==> config.mk <==
export PLATFORM = sky130hd
export DESIGN_NAME = key_value_text_tokenizer
export DESIGN_NICKNAME = d
export VERILOG_FILES = /design/src/hdl/kvtt_pkg.sv /design/src/hdl/kvtt_datapath.sv /design/src/hdl/kvtt_ctrl.sv /design/src/hdl/key_value_text_tokenizer.sv
export VERILOG_INCLUDE_DIRS = /design/src /design/src/hdl
export SDC_FILE = /design/constraint.sdc
export NUM_CORES = 1
export LEC_CHECK = 0
export CAP_MARGIN = 15
export CORE_MARGIN = 4
export CORE_UTILIZATION = 23
export DETAILED_ROUTE_END_ITERATION = 6
export DONT_BUFFER_PORTS = 1
export MAX_ROUTING_LAYER = met4
export PLACE_DENSITY = 0.41
export SYNTH_ARGS = -nofsm -noshare
export SYNTH_HDL_FRONTEND = slang
export SYNTH_SLANG_ARGS = --single-unit
==> constraint.sdc <==
create_clock -name aclk -period 5.2 [get_ports aclk]
set_input_delay 0.52 -clock aclk [delete_from_list [all_inputs] [get_ports aclk]]
set_output_delay 0.52 -clock aclk [all_outputs]
set_load 0.01 [all_outputs]
==> src/hdl/assert_macros.svh <==
// assertion macros included by kvtt_ctrl
`ifndef ASSERT_MACROS_SVH
`define ASSERT_MACROS_SVH

// same-cycle implication, checked on every rising edge outside reset
`define KVTT_ASSERT_IMPL(label, ante, cons, msg) \
    label: assert property (@(posedge aclk) disable iff (!aresetn) (ante) |-> (cons)) \
        else $error(msg);

// next-cycle implication
`define KVTT_ASSERT_NEXT(label, ante, cons, msg) \
    label: assert property (@(posedge aclk) disable iff (!aresetn) (ante) |=> (cons)) \
        else $error(msg);

`endif

==> src/hdl/kvtt_pkg.sv <==
// types, codes and character constants of the key/value tokenizer
package kvtt_pkg;

    localparam int PENDING_BLANK_DEPTH_DEF = 32;
    localparam int LINE_BITS_DEF           = 20;
    localparam int COLUMN_BITS_DEF         = 16;

    // result kinds
    localparam logic [2:0] EV_KEY  = 3'd0;
    localparam logic [2:0] EV_VAL  = 3'd1;
    localparam logic [2:0] EV_PAIR = 3'd2;
    localparam logic [2:0] EV_OK   = 3'd3;
    localparam logic [2:0] EV_ERR  = 3'd4;

    // error codes
    localparam logic [2:0] ERR_NONE     = 3'd0;
    localparam logic [2:0] ERR_EOL      = 3'd1;
    localparam logic [2:0] ERR_EQUALS   = 3'd2;
    localparam logic [2:0] ERR_END      = 3'd3;
    localparam logic [2:0] ERR_OVERFLOW = 3'd4;

    // characters
    localparam logic [7:0] CH_NUL   = 8'h00;
    localparam logic [7:0] CH_LT    = 8'h3C;
    localparam logic [7:0] CH_QUEST = 8'h3F;
    localparam logic [7:0] CH_GT    = 8'h3E;
    localparam logic [7:0] CH_HASH  = 8'h23;
    localparam logic [7:0] CH_EQ    = 8'h3D;
    localparam logic [7:0] CH_TAB   = 8'h09;
    localparam logic [7:0] CH_NL    = 8'h0A;
    localparam logic [7:0] CH_SPACE = 8'h20;
    localparam logic [7:0] CH_MINUS = 8'h2D;
    localparam logic [7:0] CH_UNDER = 8'h5F;
    localparam logic [7:0] CH_0     = 8'h30;
    localparam logic [7:0] CH_9     = 8'h39;
    localparam logic [7:0] CH_UC_A  = 8'h41;
    localparam logic [7:0] CH_UC_Z  = 8'h5A;
    localparam logic [7:0] CH_LC_A  = 8'h61;
    localparam logic [7:0] CH_LC_Z  = 8'h7A;

    typedef enum logic [3:0] {
        PH_LINE        = 4'd0,
        PH_KEY         = 4'd1,
        PH_AFTER_KEY   = 4'd2,
        PH_BEFORE_VAL  = 4'd3,
        PH_LT          = 4'd4,
        PH_SINGLE      = 4'd5,
        PH_MULTI       = 4'd6,
        PH_MULTI_Q     = 4'd7,
        PH_AFTER_MULTI = 4'd8,
        PH_COMMENT     = 4'd9,
        PH_HALT        = 4'd10
    } phase_t;

    typedef enum logic [1:0] {
        ST_IDLE  = 2'd0,
        ST_PRE   = 2'd1,
        ST_BLANK = 2'd2,
        ST_MAIN  = 2'd3
    } ctrl_state_t;

    typedef struct packed {
        logic take;
        logic load_pre;
        logic load_blank;
        logic load_main;
    } dp_cmd_t;

    typedef struct packed {
        logic dec_pre;
        logic dec_flush;
        logic dec_main;
        logic plan_flush;
        logic plan_main;
        logic blank_last;
    } dp_status_t;

endpackage

==> src/hdl/kvtt_datapath.sv <==
// parser state, item decode, result plan and output register
module kvtt_datapath
    import kvtt_pkg::*;
#(
    parameter int PENDING_BLANK_DEPTH = PENDING_BLANK_DEPTH_DEF,
    parameter int LINE_BITS           = LINE_BITS_DEF,
    parameter int COLUMN_BITS         = COLUMN_BITS_DEF
) (
    input  logic                   aclk,
    input  logic                   aresetn,
    input  logic [7:0]             text_byte,
    input  logic                   end_of_text,
    input  dp_cmd_t                cmd,
    output dp_status_t             status,
    output logic [2:0]             event_kind,
    output logic [7:0]             event_byte,
    output logic [2:0]             error_code,
    output logic [LINE_BITS-1:0]   line_number,
    output logic [COLUMN_BITS-1:0] column_number,
    output logic                   last_of_run
);

    localparam int CNT_W = $clog2(PENDING_BLANK_DEPTH + 1);
    localparam int IDX_W = (PENDING_BLANK_DEPTH > 1) ? $clog2(PENDING_BLANK_DEPTH) : 1;
    localparam logic [LINE_BITS-1:0]   LINE_TOP = {LINE_BITS{1'b1}};
    localparam logic [COLUMN_BITS-1:0] COL_TOP  = {COLUMN_BITS{1'b1}};
    localparam logic [LINE_BITS-1:0]   LINE_ONE = LINE_BITS'(1);
    localparam logic [COLUMN_BITS-1:0] COL_ONE  = COLUMN_BITS'(1);

    // parser state
    phase_t                         phase_reg;
    logic [LINE_BITS-1:0]           line_reg;
    logic [COLUMN_BITS-1:0]         col_reg;
    logic [PENDING_BLANK_DEPTH-1:0] kinds_reg;
    logic [CNT_W-1:0]               count_reg;

    // plan of the accepted item
    logic [7:0]                     pre_byte_reg;
    logic                           plan_flush_reg;
    logic                           plan_main_reg;
    logic [PENDING_BLANK_DEPTH-1:0] flush_kinds_reg;
    logic [CNT_W-1:0]               flush_cnt_reg;
    logic [IDX_W-1:0]               blank_idx_reg;
    logic [2:0]                     main_kind_reg;
    logic [7:0]                     main_byte_reg;
    logic [2:0]                     main_code_reg;
    logic [LINE_BITS-1:0]           main_line_reg;
    logic [COLUMN_BITS-1:0]         main_col_reg;

    // output register
    logic [2:0]             out_kind_reg;
    logic [7:0]             out_byte_reg;
    logic [2:0]             out_code_reg;
    logic [LINE_BITS-1:0]   out_line_reg;
    logic [COLUMN_BITS-1:0] out_col_reg;
    logic                   out_last_reg;

    // decode results
    phase_t                         d_phase;
    logic [LINE_BITS-1:0]           d_line;
    logic [COLUMN_BITS-1:0]         d_col;
    logic [PENDING_BLANK_DEPTH-1:0] d_kinds;
    logic [CNT_W-1:0]               d_count;
    logic                           d_pre;
    logic [7:0]                     d_pre_byte;
    logic                           d_flush;
    logic                           d_main;
    logic [2:0]                     d_kind;
    logic [7:0]                     d_byte;
    logic [2:0]                     d_code;
    logic [LINE_BITS-1:0]           d_err_line;
    logic [COLUMN_BITS-1:0]         d_err_col;

    logic                   at_end;
    logic                   is_blank;
    logic                   is_key;
    logic                   do_single;
    logic                   do_multi;
    logic [LINE_BITS-1:0]   line_inc;
    logic [COLUMN_BITS-1:0] col_inc1;
    logic [COLUMN_BITS-1:0] col_inc2;
    logic [COLUMN_BITS-1:0] sb_base;
    logic [COLUMN_BITS-1:0] sb_inc;
    logic [COLUMN_BITS-1:0] mb_base;
    logic [COLUMN_BITS-1:0] mb_inc;

    assign at_end   = end_of_text || (text_byte == CH_NUL);
    assign is_blank = (text_byte == CH_SPACE) || (text_byte == CH_TAB);
    assign is_key   = (text_byte == CH_MINUS) || (text_byte == CH_UNDER)
                   || ((text_byte >= CH_0) && (text_byte <= CH_9))
                   || ((text_byte >= CH_UC_A) && (text_byte <= CH_UC_Z))
                   || ((text_byte >= CH_LC_A) && (text_byte <= CH_LC_Z));

    assign line_inc = (line_reg == LINE_TOP) ? line_reg : line_reg + LINE_ONE;
    assign col_inc1 = (col_reg == COL_TOP) ? col_reg : col_reg + COL_ONE;
    assign col_inc2 = (col_inc1 == COL_TOP) ? col_inc1 : col_inc1 + COL_ONE;

    // a held '<' or '?' has not yet moved the column on, so the bases add one for it
    assign sb_base = (phase_reg == PH_LT) ? col_inc1 : col_reg;
    assign sb_inc  = (phase_reg == PH_LT) ? col_inc2 : col_inc1;
    assign mb_base = (phase_reg == PH_MULTI_Q) ? col_inc1 : col_reg;
    assign mb_inc  = (phase_reg == PH_MULTI_Q) ? col_inc2 : col_inc1;

    always_comb begin
        d_phase    = phase_reg;
        d_line     = line_reg;
        d_col      = col_reg;
        d_kinds    = kinds_reg;
        d_count    = count_reg;
        d_pre      = 1'b0;
        d_pre_byte = CH_LT;
        d_flush    = 1'b0;
        d_main     = 1'b0;
        d_kind     = EV_KEY;
        d_byte     = text_byte;
        d_code     = ERR_NONE;
        d_err_line = '0;
        d_err_col  = '0;
        do_single  = 1'b0;
        do_multi   = 1'b0;

        if (at_end) begin
            d_phase = PH_LINE;
            d_line  = LINE_ONE;
            d_col   = COL_ONE;
            d_kinds = '0;
            d_count = '0;
            d_byte  = CH_NUL;
            case (phase_reg)
                PH_LINE: begin
                    d_main = 1'b1;
                    d_kind = EV_OK;
                end
                PH_KEY, PH_AFTER_KEY: begin
                    d_main     = 1'b1;
                    d_kind     = EV_ERR;
                    d_code     = ERR_EQUALS;
                    d_err_line = line_reg;
                    d_err_col  = col_reg;
                end
                PH_LT, PH_MULTI_Q: begin
                    d_pre      = 1'b1;
                    d_pre_byte = (phase_reg == PH_LT) ? CH_LT : CH_QUEST;
                    d_main     = 1'b1;
                    d_kind     = EV_ERR;
                    d_code     = ERR_END;
                    d_err_line = line_reg;
                    d_err_col  = col_inc1;
                end
                PH_AFTER_MULTI: begin
                    d_main     = 1'b1;
                    d_kind     = EV_ERR;
                    d_code     = ERR_EOL;
                    d_err_line = line_reg;
                    d_err_col  = col_reg;
                end
                PH_BEFORE_VAL, PH_SINGLE, PH_MULTI, PH_COMMENT: begin
                    d_main     = 1'b1;
                    d_kind     = EV_ERR;
                    d_code     = ERR_END;
                    d_err_line = line_reg;
                    d_err_col  = col_reg;
                end
                default: begin
                end
            endcase
        end else begin
            case (phase_reg)
                PH_LINE, PH_AFTER_MULTI: begin
                    if (is_blank) begin
                        d_col = col_inc1;
                    end else if (is_key && (phase_reg == PH_LINE)) begin
                        d_main  = 1'b1;
                        d_kind  = EV_KEY;
                        d_col   = col_inc1;
                        d_phase = PH_KEY;
                    end else if (text_byte == CH_HASH) begin
                        d_col   = col_inc1;
                        d_phase = PH_COMMENT;
                    end else if (text_byte == CH_NL) begin
                        d_line  = line_inc;
                        d_col   = COL_ONE;
                        d_phase = PH_LINE;
                    end else begin
                        d_main     = 1'b1;
                        d_kind     = EV_ERR;
                        d_code     = ERR_EOL;
                        d_err_line = line_reg;
                        d_err_col  = col_reg;
                        d_phase    = PH_HALT;
                    end
                end
                PH_KEY, PH_AFTER_KEY: begin
                    if ((phase_reg == PH_KEY) && is_key) begin
                        d_main = 1'b1;
                        d_kind = EV_KEY;
                        d_col  = col_inc1;
                    end else if (is_blank) begin
                        d_col   = col_inc1;
                        d_phase = PH_AFTER_KEY;
                    end else if (text_byte == CH_EQ) begin
                        d_col   = col_inc1;
                        d_phase = PH_BEFORE_VAL;
                    end else begin
                        d_main     = 1'b1;
                        d_kind     = EV_ERR;
                        d_code     = ERR_EQUALS;
                        d_err_line = line_reg;
                        d_err_col  = col_reg;
                        d_phase    = PH_HALT;
                    end
                end
                PH_BEFORE_VAL: begin
                    if (is_blank) begin
                        d_col = col_inc1;
                    end else if (text_byte == CH_LT) begin
                        d_phase = PH_LT;
                    end else begin
                        do_single = 1'b1;
                    end
                end
                PH_LT: begin
                    if (text_byte == CH_QUEST) begin
                        d_col   = col_inc2;
                        d_phase = PH_MULTI;
                    end else begin
                        d_pre      = 1'b1;
                        d_pre_byte = CH_LT;
                        do_single  = 1'b1;
                    end
                end
                PH_SINGLE: begin
                    do_single = 1'b1;
                end
                PH_MULTI: begin
                    do_multi = 1'b1;
                end
                PH_MULTI_Q: begin
                    if (text_byte == CH_GT) begin
                        d_col   = col_inc2;
                        d_main  = 1'b1;
                        d_kind  = EV_PAIR;
                        d_byte  = CH_NUL;
                        d_phase = PH_AFTER_MULTI;
                    end else begin
                        d_pre      = 1'b1;
                        d_pre_byte = CH_QUEST;
                        do_multi   = 1'b1;
                    end
                end
                PH_COMMENT: begin
                    if (text_byte == CH_NL) begin
                        d_line  = line_inc;
                        d_col   = COL_ONE;
                        d_phase = PH_LINE;
                    end else begin
                        d_col = col_inc1;
                    end
                end
                default: begin
                    d_phase = PH_HALT;
                end
            endcase

            // byte of a single-line value
            if (do_single) begin
                d_phase = PH_SINGLE;
                if (text_byte == CH_NL) begin
                    d_kinds = '0;
                    d_count = '0;
                    d_main  = 1'b1;
                    d_kind  = EV_PAIR;
                    d_byte  = CH_NUL;
                    d_line  = line_inc;
                    d_col   = COL_ONE;
                    d_phase = PH_LINE;
                end else if (text_byte == CH_HASH) begin
                    d_kinds = '0;
                    d_count = '0;
                    d_main  = 1'b1;
                    d_kind  = EV_PAIR;
                    d_byte  = CH_NUL;
                    d_col   = sb_inc;
                    d_phase = PH_COMMENT;
                end else if (is_blank) begin
                    if (count_reg >= CNT_W'(PENDING_BLANK_DEPTH)) begin
                        d_main     = 1'b1;
                        d_kind     = EV_ERR;
                        d_code     = ERR_OVERFLOW;
                        d_err_line = line_reg;
                        d_err_col  = sb_base;
                        d_phase    = PH_HALT;
                    end else begin
                        d_kinds[count_reg[IDX_W-1:0]] = (text_byte == CH_TAB);
                        d_count = count_reg + CNT_W'(1);
                        d_col   = sb_inc;
                    end
                end else begin
                    // held blanks go out ahead of this byte
                    d_flush = (count_reg != '0);
                    d_kinds = '0;
                    d_count = '0;
                    d_main  = 1'b1;
                    d_kind  = EV_VAL;
                    d_col   = sb_inc;
                end
            end

            // byte of a multi-line value
            if (do_multi) begin
                if (text_byte == CH_QUEST) begin
                    d_col   = mb_base;
                    d_phase = PH_MULTI_Q;
                end else if (text_byte == CH_NL) begin
                    d_main  = 1'b1;
                    d_kind  = EV_VAL;
                    d_line  = line_inc;
                    d_col   = COL_ONE;
                    d_phase = PH_MULTI;
                end else begin
                    d_main  = 1'b1;
                    d_kind  = EV_VAL;
                    d_col   = mb_inc;
                    d_phase = PH_MULTI;
                end
            end
        end
    end

    always_ff @(posedge aclk) begin
        if (!aresetn) begin
            phase_reg      <= PH_LINE;
            line_reg       <= LINE_ONE;
            col_reg        <= COL_ONE;
            kinds_reg      <= '0;
            count_reg      <= '0;
            plan_flush_reg <= 1'b0;
            plan_main_reg  <= 1'b0;
            blank_idx_reg  <= '0;
        end else begin
            if (cmd.take) begin
                phase_reg      <= d_phase;
                line_reg       <= d_line;
                col_reg        <= d_col;
                kinds_reg      <= d_kinds;
                count_reg      <= d_count;
                plan_flush_reg <= d_flush;
                plan_main_reg  <= d_main;
                blank_idx_reg  <= '0;
            end else if (cmd.load_blank) begin
                blank_idx_reg <= blank_idx_reg + IDX_W'(1);
            end
        end
    end

    // plan payload, taken with the item
    always_ff @(posedge aclk) begin
        if (cmd.take) begin
            pre_byte_reg    <= d_pre_byte;
            flush_kinds_reg <= kinds_reg;
            flush_cnt_reg   <= count_reg;
            main_kind_reg   <= d_kind;
            main_byte_reg   <= d_byte;
            main_code_reg   <= d_code;
            main_line_reg   <= d_err_line;
            main_col_reg    <= d_err_col;
        end
    end

    // output register
    always_ff @(posedge aclk) begin
        if (cmd.load_pre) begin
            out_kind_reg <= EV_VAL;
            out_byte_reg <= pre_byte_reg;
            out_code_reg <= ERR_NONE;
            out_line_reg <= '0;
            out_col_reg  <= '0;
            out_last_reg <= !plan_flush_reg && !plan_main_reg;
        end else if (cmd.load_blank) begin
            out_kind_reg <= EV_VAL;
            out_byte_reg <= flush_kinds_reg[blank_idx_reg] ? CH_TAB : CH_SPACE;
            out_code_reg <= ERR_NONE;
            out_line_reg <= '0;
            out_col_reg  <= '0;
            out_last_reg <= 1'b0;
        end else if (cmd.load_main) begin
            out_kind_reg <= main_kind_reg;
            out_byte_reg <= main_byte_reg;
            out_code_reg <= main_code_reg;
            out_line_reg <= main_line_reg;
            out_col_reg  <= main_col_reg;
            out_last_reg <= 1'b1;
        end
    end

    assign status.dec_pre    = d_pre;
    assign status.dec_flush  = d_flush;
    assign status.dec_main   = d_main;
    assign status.plan_flush = plan_flush_reg;
    assign status.plan_main  = plan_main_reg;
    assign status.blank_last = ((CNT_W'(blank_idx_reg) + CNT_W'(1)) == flush_cnt_reg);

    assign event_kind    = out_kind_reg;
    assign event_byte    = out_byte_reg;
    assign error_code    = out_code_reg;
    assign line_number   = out_line_reg;
    assign column_number = out_col_reg;
    assign last_of_run   = out_last_reg;

endmodule

==> src/hdl/kvtt_ctrl.sv <==
// sequencer: takes items and steps each one's results into the output register
module kvtt_ctrl
    import kvtt_pkg::*;
(
    input  logic       aclk,
    input  logic       aresetn,
    input  logic       s_valid,
    output logic       s_ready,
    output logic       m_valid,
    input  logic       m_ready,
    input  dp_status_t status,
    output dp_cmd_t    cmd
);

`include "assert_macros.svh"

    ctrl_state_t state_reg;
    ctrl_state_t state_next;
    ctrl_state_t dispatch;
    logic        m_valid_reg;
    logic        m_valid_next;
    logic        out_free;

    assign out_free = !m_valid_reg || m_ready;

    // first result of a freshly taken item
    always_comb begin
        if (status.dec_pre) begin
            dispatch = ST_PRE;
        end else if (status.dec_flush) begin
            dispatch = ST_BLANK;
        end else if (status.dec_main) begin
            dispatch = ST_MAIN;
        end else begin
            dispatch = ST_IDLE;
        end
    end

    always_comb begin
        state_next   = state_reg;
        cmd          = '0;
        s_ready      = 1'b0;
        m_valid_next = m_valid_reg && !m_ready;
        case (state_reg)
            ST_IDLE: begin
                s_ready = 1'b1;
                if (s_valid) begin
                    cmd.take   = 1'b1;
                    state_next = dispatch;
                end
            end
            ST_PRE: begin
                if (out_free) begin
                    cmd.load_pre = 1'b1;
                    m_valid_next = 1'b1;
                    if (status.plan_flush) begin
                        state_next = ST_BLANK;
                    end else if (status.plan_main) begin
                        state_next = ST_MAIN;
                    end else begin
                        state_next = ST_IDLE;
                    end
                end
            end
            ST_BLANK: begin
                if (out_free) begin
                    cmd.load_blank = 1'b1;
                    m_valid_next   = 1'b1;
                    if (status.blank_last) begin
                        state_next = ST_MAIN;
                    end
                end
            end
            ST_MAIN: begin
                // the next item may be taken while the final result goes out
                if (out_free) begin
                    cmd.load_main = 1'b1;
                    m_valid_next  = 1'b1;
                    s_ready       = 1'b1;
                    state_next    = ST_IDLE;
                    if (s_valid) begin
                        cmd.take   = 1'b1;
                        state_next = dispatch;
                    end
                end
            end
            default: begin
                state_next = ST_IDLE;
            end
        endcase
    end

    always_ff @(posedge aclk) begin
        if (!aresetn) begin
            state_reg   <= ST_IDLE;
            m_valid_reg <= 1'b0;
        end else begin
            state_reg   <= state_next;
            m_valid_reg <= m_valid_next;
        end
    end

    assign m_valid = m_valid_reg;

    `KVTT_ASSERT_IMPL(a_no_take_mid_run, s_valid && s_ready,
        !(state_reg == ST_PRE || state_reg == ST_BLANK), "item taken during a result run")
    `KVTT_ASSERT_IMPL(a_flush_has_byte, state_reg == ST_BLANK, status.plan_main,
        "blank flush without a following value byte")
    `KVTT_ASSERT_NEXT(a_main_waits, state_reg == ST_MAIN && !out_free,
        state_reg == ST_MAIN, "final result dropped while output stalled")

endmodule

==> src/hdl/key_value_text_tokenizer.sv <==
// top level of the key/value text tokenizer
//
// One text byte (or an end marker) is taken per transfer on the s_ side, and the
// results it causes leave one per cycle while m_ready is high through an output
// register on the m_ side, so a plain text stream runs at one byte per cycle
// while m_ready stays high. The next item is taken in the cycle the final
// result of the last one enters the output register; after an item whose only
// result is a held '<' or '?' the sequencer returns to idle first. The longest
// runs come from a value byte that follows held blanks: the blank store of
// PENDING_BLANK_DEPTH entries is replayed one blank per cycle ahead of the
// byte, up to PENDING_BLANK_DEPTH + 1 results. After a syntax error all bytes
// are dropped until the end marker, which restarts the parser.
module key_value_text_tokenizer
    import kvtt_pkg::*;
#(
    parameter int PENDING_BLANK_DEPTH = PENDING_BLANK_DEPTH_DEF,
    parameter int LINE_BITS           = LINE_BITS_DEF,
    parameter int COLUMN_BITS         = COLUMN_BITS_DEF
) (
    input  logic                   aclk,
    input  logic                   aresetn,
    input  logic                   s_valid,
    output logic                   s_ready,
    input  logic [7:0]             s_text_byte,
    input  logic                   s_end_of_text,
    output logic                   m_valid,
    input  logic                   m_ready,
    output logic [2:0]             m_event_kind,
    output logic [7:0]             m_event_byte,
    output logic [2:0]             m_error_code,
    output logic [LINE_BITS-1:0]   m_line_number,
    output logic [COLUMN_BITS-1:0] m_column_number,
    output logic                   m_last_of_run
);

    dp_cmd_t    cmd;
    dp_status_t status;

    kvtt_ctrl u_ctrl (
        .aclk    (aclk),
        .aresetn (aresetn),
        .s_valid (s_valid),
        .s_ready (s_ready),
        .m_valid (m_valid),
        .m_ready (m_ready),
        .status  (status),
        .cmd     (cmd)
    );

    kvtt_datapath #(
        .PENDING_BLANK_DEPTH (PENDING_BLANK_DEPTH),
        .LINE_BITS           (LINE_BITS),
        .COLUMN_BITS         (COLUMN_BITS)
    ) u_datapath (
        .aclk          (aclk),
        .aresetn       (aresetn),
        .text_byte     (s_text_byte),
        .end_of_text   (s_end_of_text),
        .cmd           (cmd),
        .status        (status),
        .event_kind    (m_event_kind),
        .event_byte    (m_event_byte),
        .error_code    (m_error_code),
        .line_number   (m_line_number),
        .column_number (m_column_number),
        .last_of_run   (m_last_of_run)
    );

endmodule
==> summary.json <==
{
  "detail_route.wl_per_cell_um": 20.9,
  "ctsRootBufferMaster": "clkbuf_16",
  "postRouteAntennaNets": 0,
  "synth.top_cells.by_area": "edfxtp_1 (23%), dfxtp_1 (20%), nand2_1 (6.4%)",
  "synth_area_um2": 12900,
  "global_route_wire_length_before_repair_mm": 70.0,
  "synth.net_count": 1477,
  "first_global_vias": 11100,
  "postCtsResizedCells": 0,
  "die_area_um2": 59800,
  "fin_tns_setup_ps": 0,
  "die_w_um": 245,
  "synth_sequential_area_ratio": 0.431,
  "start_util": 0.233,
  "finalHoldViolations": 0,
  "core_region_area_um2": 55300,
  "clock_skew_ps": 35.4,
  "timing.critical_path.arrival_ps": 5400,
  "worst-endpoint-required_ps": 5660,
  "final_min_period_over_clock_period": 0.949,
  "synthToLayoutAreaGrowth_pct": 13.3,
  "crit_path_start": "u_datapath.col_reg[1]",
  "post_synth_mux_area_share": 0.0277,
  "num_io_pins": 66,
  "drt_drc_violations_left": 0,
  "cap_violations": 0,
  "fraction_of_layout_cells_with_a_size_suffix_above_1": 0.0970,
  "outcome": "finished clean",
  "synth-main-ff-cell": "dfxtp_1",
  "clock_tree.buffer_depth": 3,
  "grt_max_degree": 66,
  "postCtsHoldBufs": 0,
  "setup-violations-final": 0,
  "drtIter0Drc": 1082,
  "vias_per_cell": 5.23,
  "nNetsFinal": 1448,
  "synthArstFlopShare": 0,
  "number_of_sinks_handled_by_clock_tree_synthesis": 228,
  "netlist_instances": 1451,
  "crit_fanout": 12,
  "power.density_cell_area_nw_per_um2": 411,
  "p_leak_nw": 4.65,
  "post_synth_fa_ha_maj_area_fraction": 0.0134,
  "synthesis.area_per_instance_um2": 8.88,
  "combinational_family_with_the_most_area_after_synthesis": "compound AO/OA/AOI/OAI gates",
  "drt-total-wl_mm": 45.8,
  "synth.lib_cells_used.distinct": 108,
  "clk-insertion-delay-late_ps": 570,
  "synth_top_area_share": 0.229,
  "hp-start": "aresetn",
  "die_h_um": 245,
  "dp.final_hpwl_mm": 32.0,
  "overflow": 0,
  "critical_path.endpoint_type": "flip-flop",
  "final_cell_mix": "nand2_1 (219), dfxtp_1 (130), a21oi_1 (123)",
  "post_synth_and_or_nand_nor_area_fraction": 0.230,
  "grt_setup_unrepaired": "false",
  "synth_warnings": 0,
  "r2r_start": "u_datapath.col_reg[1]",
  "clock_tree.htree_level_count": 1,
  "synth_top_cell_by_area": "edfxtp_1",
  "critPathKind": "flip-flop to flip-flop",
  "timing_worst_slew_pin_value_ps": 1050,
  "critical_path.startpoint_type": "flip-flop",
  "post_cts.repair.setup_buffers": 0,
  "antenna_violations_before_repair": 0,
  "final_max_slew_viol_count": 0,
  "hold_path_class": "input port to flip-flop",
  "numCtsBuffers": 28,
  "worst_slew_margin": 0.290,
  "detail_route.first_pass.iterations": 5,
  "nFillCells": 6002,
  "row_count": 86,
  "synth_edf_count": 98,
  "final.hold.worst_slack_ps": 141,
  "timing.fmax_mhz": 203,
  "num_vias": 11500,
  "n_diodes": 0,
  "synth_compound_gate_area_share": 0.240,
  "overall_track_demand_over_capacity_in_global_routing": 0.151,
  "clkSlewWorstSetupHoldPaths_ps": 70,
  "io_buffer_count": 0,
  "yosys.area_share.xor_xnor": 0.0183,
  "power_mw": 6.00,
  "routabilityCongestion": 0.929,
  "ff2ff_path_depth": 12,
  "worst_ir_drop_vdd_mv": 0.317,
  "post-route-min-period_ps": 4930,
  "leading_cell_type_in_the_layout_fill_and_taps_excluded": "nand2_1",
  "number_of_cells_traversed_by_the_worst_hold_path": 1,
  "synth-seq-cells": 228,
  "clock_tree_from_tritoncts": "done"
}
==> path summary, 6_finish.rpt <==
path | endpoint | slack, ps
hold / removal | u_datapath.phase_reg[1] | 140
setup / recovery | u_datapath.col_reg[6] | 270
setup reg to reg | u_datapath.col_reg[6] | 270
hold reg to reg | u_datapath.flush_kinds_reg[0] | 420
==> logic make-up after synthesis <==
logic type	Yosys count
compound gates	462
xor+xnor	26
fa+ha+maj	14
buf+inv	118
flops	228
mux	23
simple gates	580
==> critical path, stage by stage, from the launching register on <==
cell and delay [ps]:
dfxtp_1 580, ha_1 380, nand3_4 170, or4_1 850, mux2i_1 280, inv_1 190, ha_1 290, o31ai_1 230
nor4_4 460, and4_1 610, nor2_1 220, a311o_1 360, a22o_1 190
==> Yosys cell counts, types with 8 or more instances <==
library cell and number:
and3_1 25, o31ai_1 16, nand2b_1 14, xnor2_1 15, dfxtp_1 130, nand2_1 219
o211ai_1 38, nand4_1 22, a41oi_1 8, edfxtp_1 98, a21oi_1 124, a22oi_1 13
nor3_1 19, mux2i_1 12, and2_1 37, nand3_1 54, a21boi_0 36, buf_2 27
o22ai_1 8, nor4_1 8, o21ai_0 87, nor2b_1 15, nor2_1 95, mux4_2 10
xor2_1 10, ha_1 13, o21ai_1 8, a31oi_1 25, clkbuf_1 57, inv_1 19
or3_1 12
==> area by class of cell <==
type	count	area (µm²)	area share
multi-input cells	1105	6840	0.468
flip-flops and latches	228	5550	0.380
well taps	748	936	0.0641
clock buffers	33	751	0.0514
repair buffers	39	293	0.0201
clock inverters	18	154	0.0105
inverters	20	77.6	0.00532
==> stage by stage <==
| step | instance area [µm²] | instances | setup WS (ps) | utilization |
|---|---|---|---|---|
| floorplan | 12900 | 1451 | 1450 | - |
| global placement | 13700 | 2140 | 518 | 0.247 |
| detailed placement | 13700 | 2140 | 396 | 0.247 |
| CTS | 14600 | 2191 | 380 | 0.264 |
| global route | 14600 | 2191 | 7.71 | 0.264 |
| finish | 14600 | 2191 | 267 | 0.264 |
==> routing by layer <==
metal,part of all wire,track usage
met1,0.46,0.206
met2,0.44,0.231
met5,0,-
met3,0.077,0.0295
met4,0.020,0.0371
==> power breakdown <==
group          internal [mW]  leakage [nW]  total (mW)  switching, mW
combinational          0.426          2.21        1.34          0.917
sequential              2.39          1.99        2.72          0.334
clock                   1.13         0.447        1.93          0.805
No activity file was read; power rests on OpenSTA's default activity.
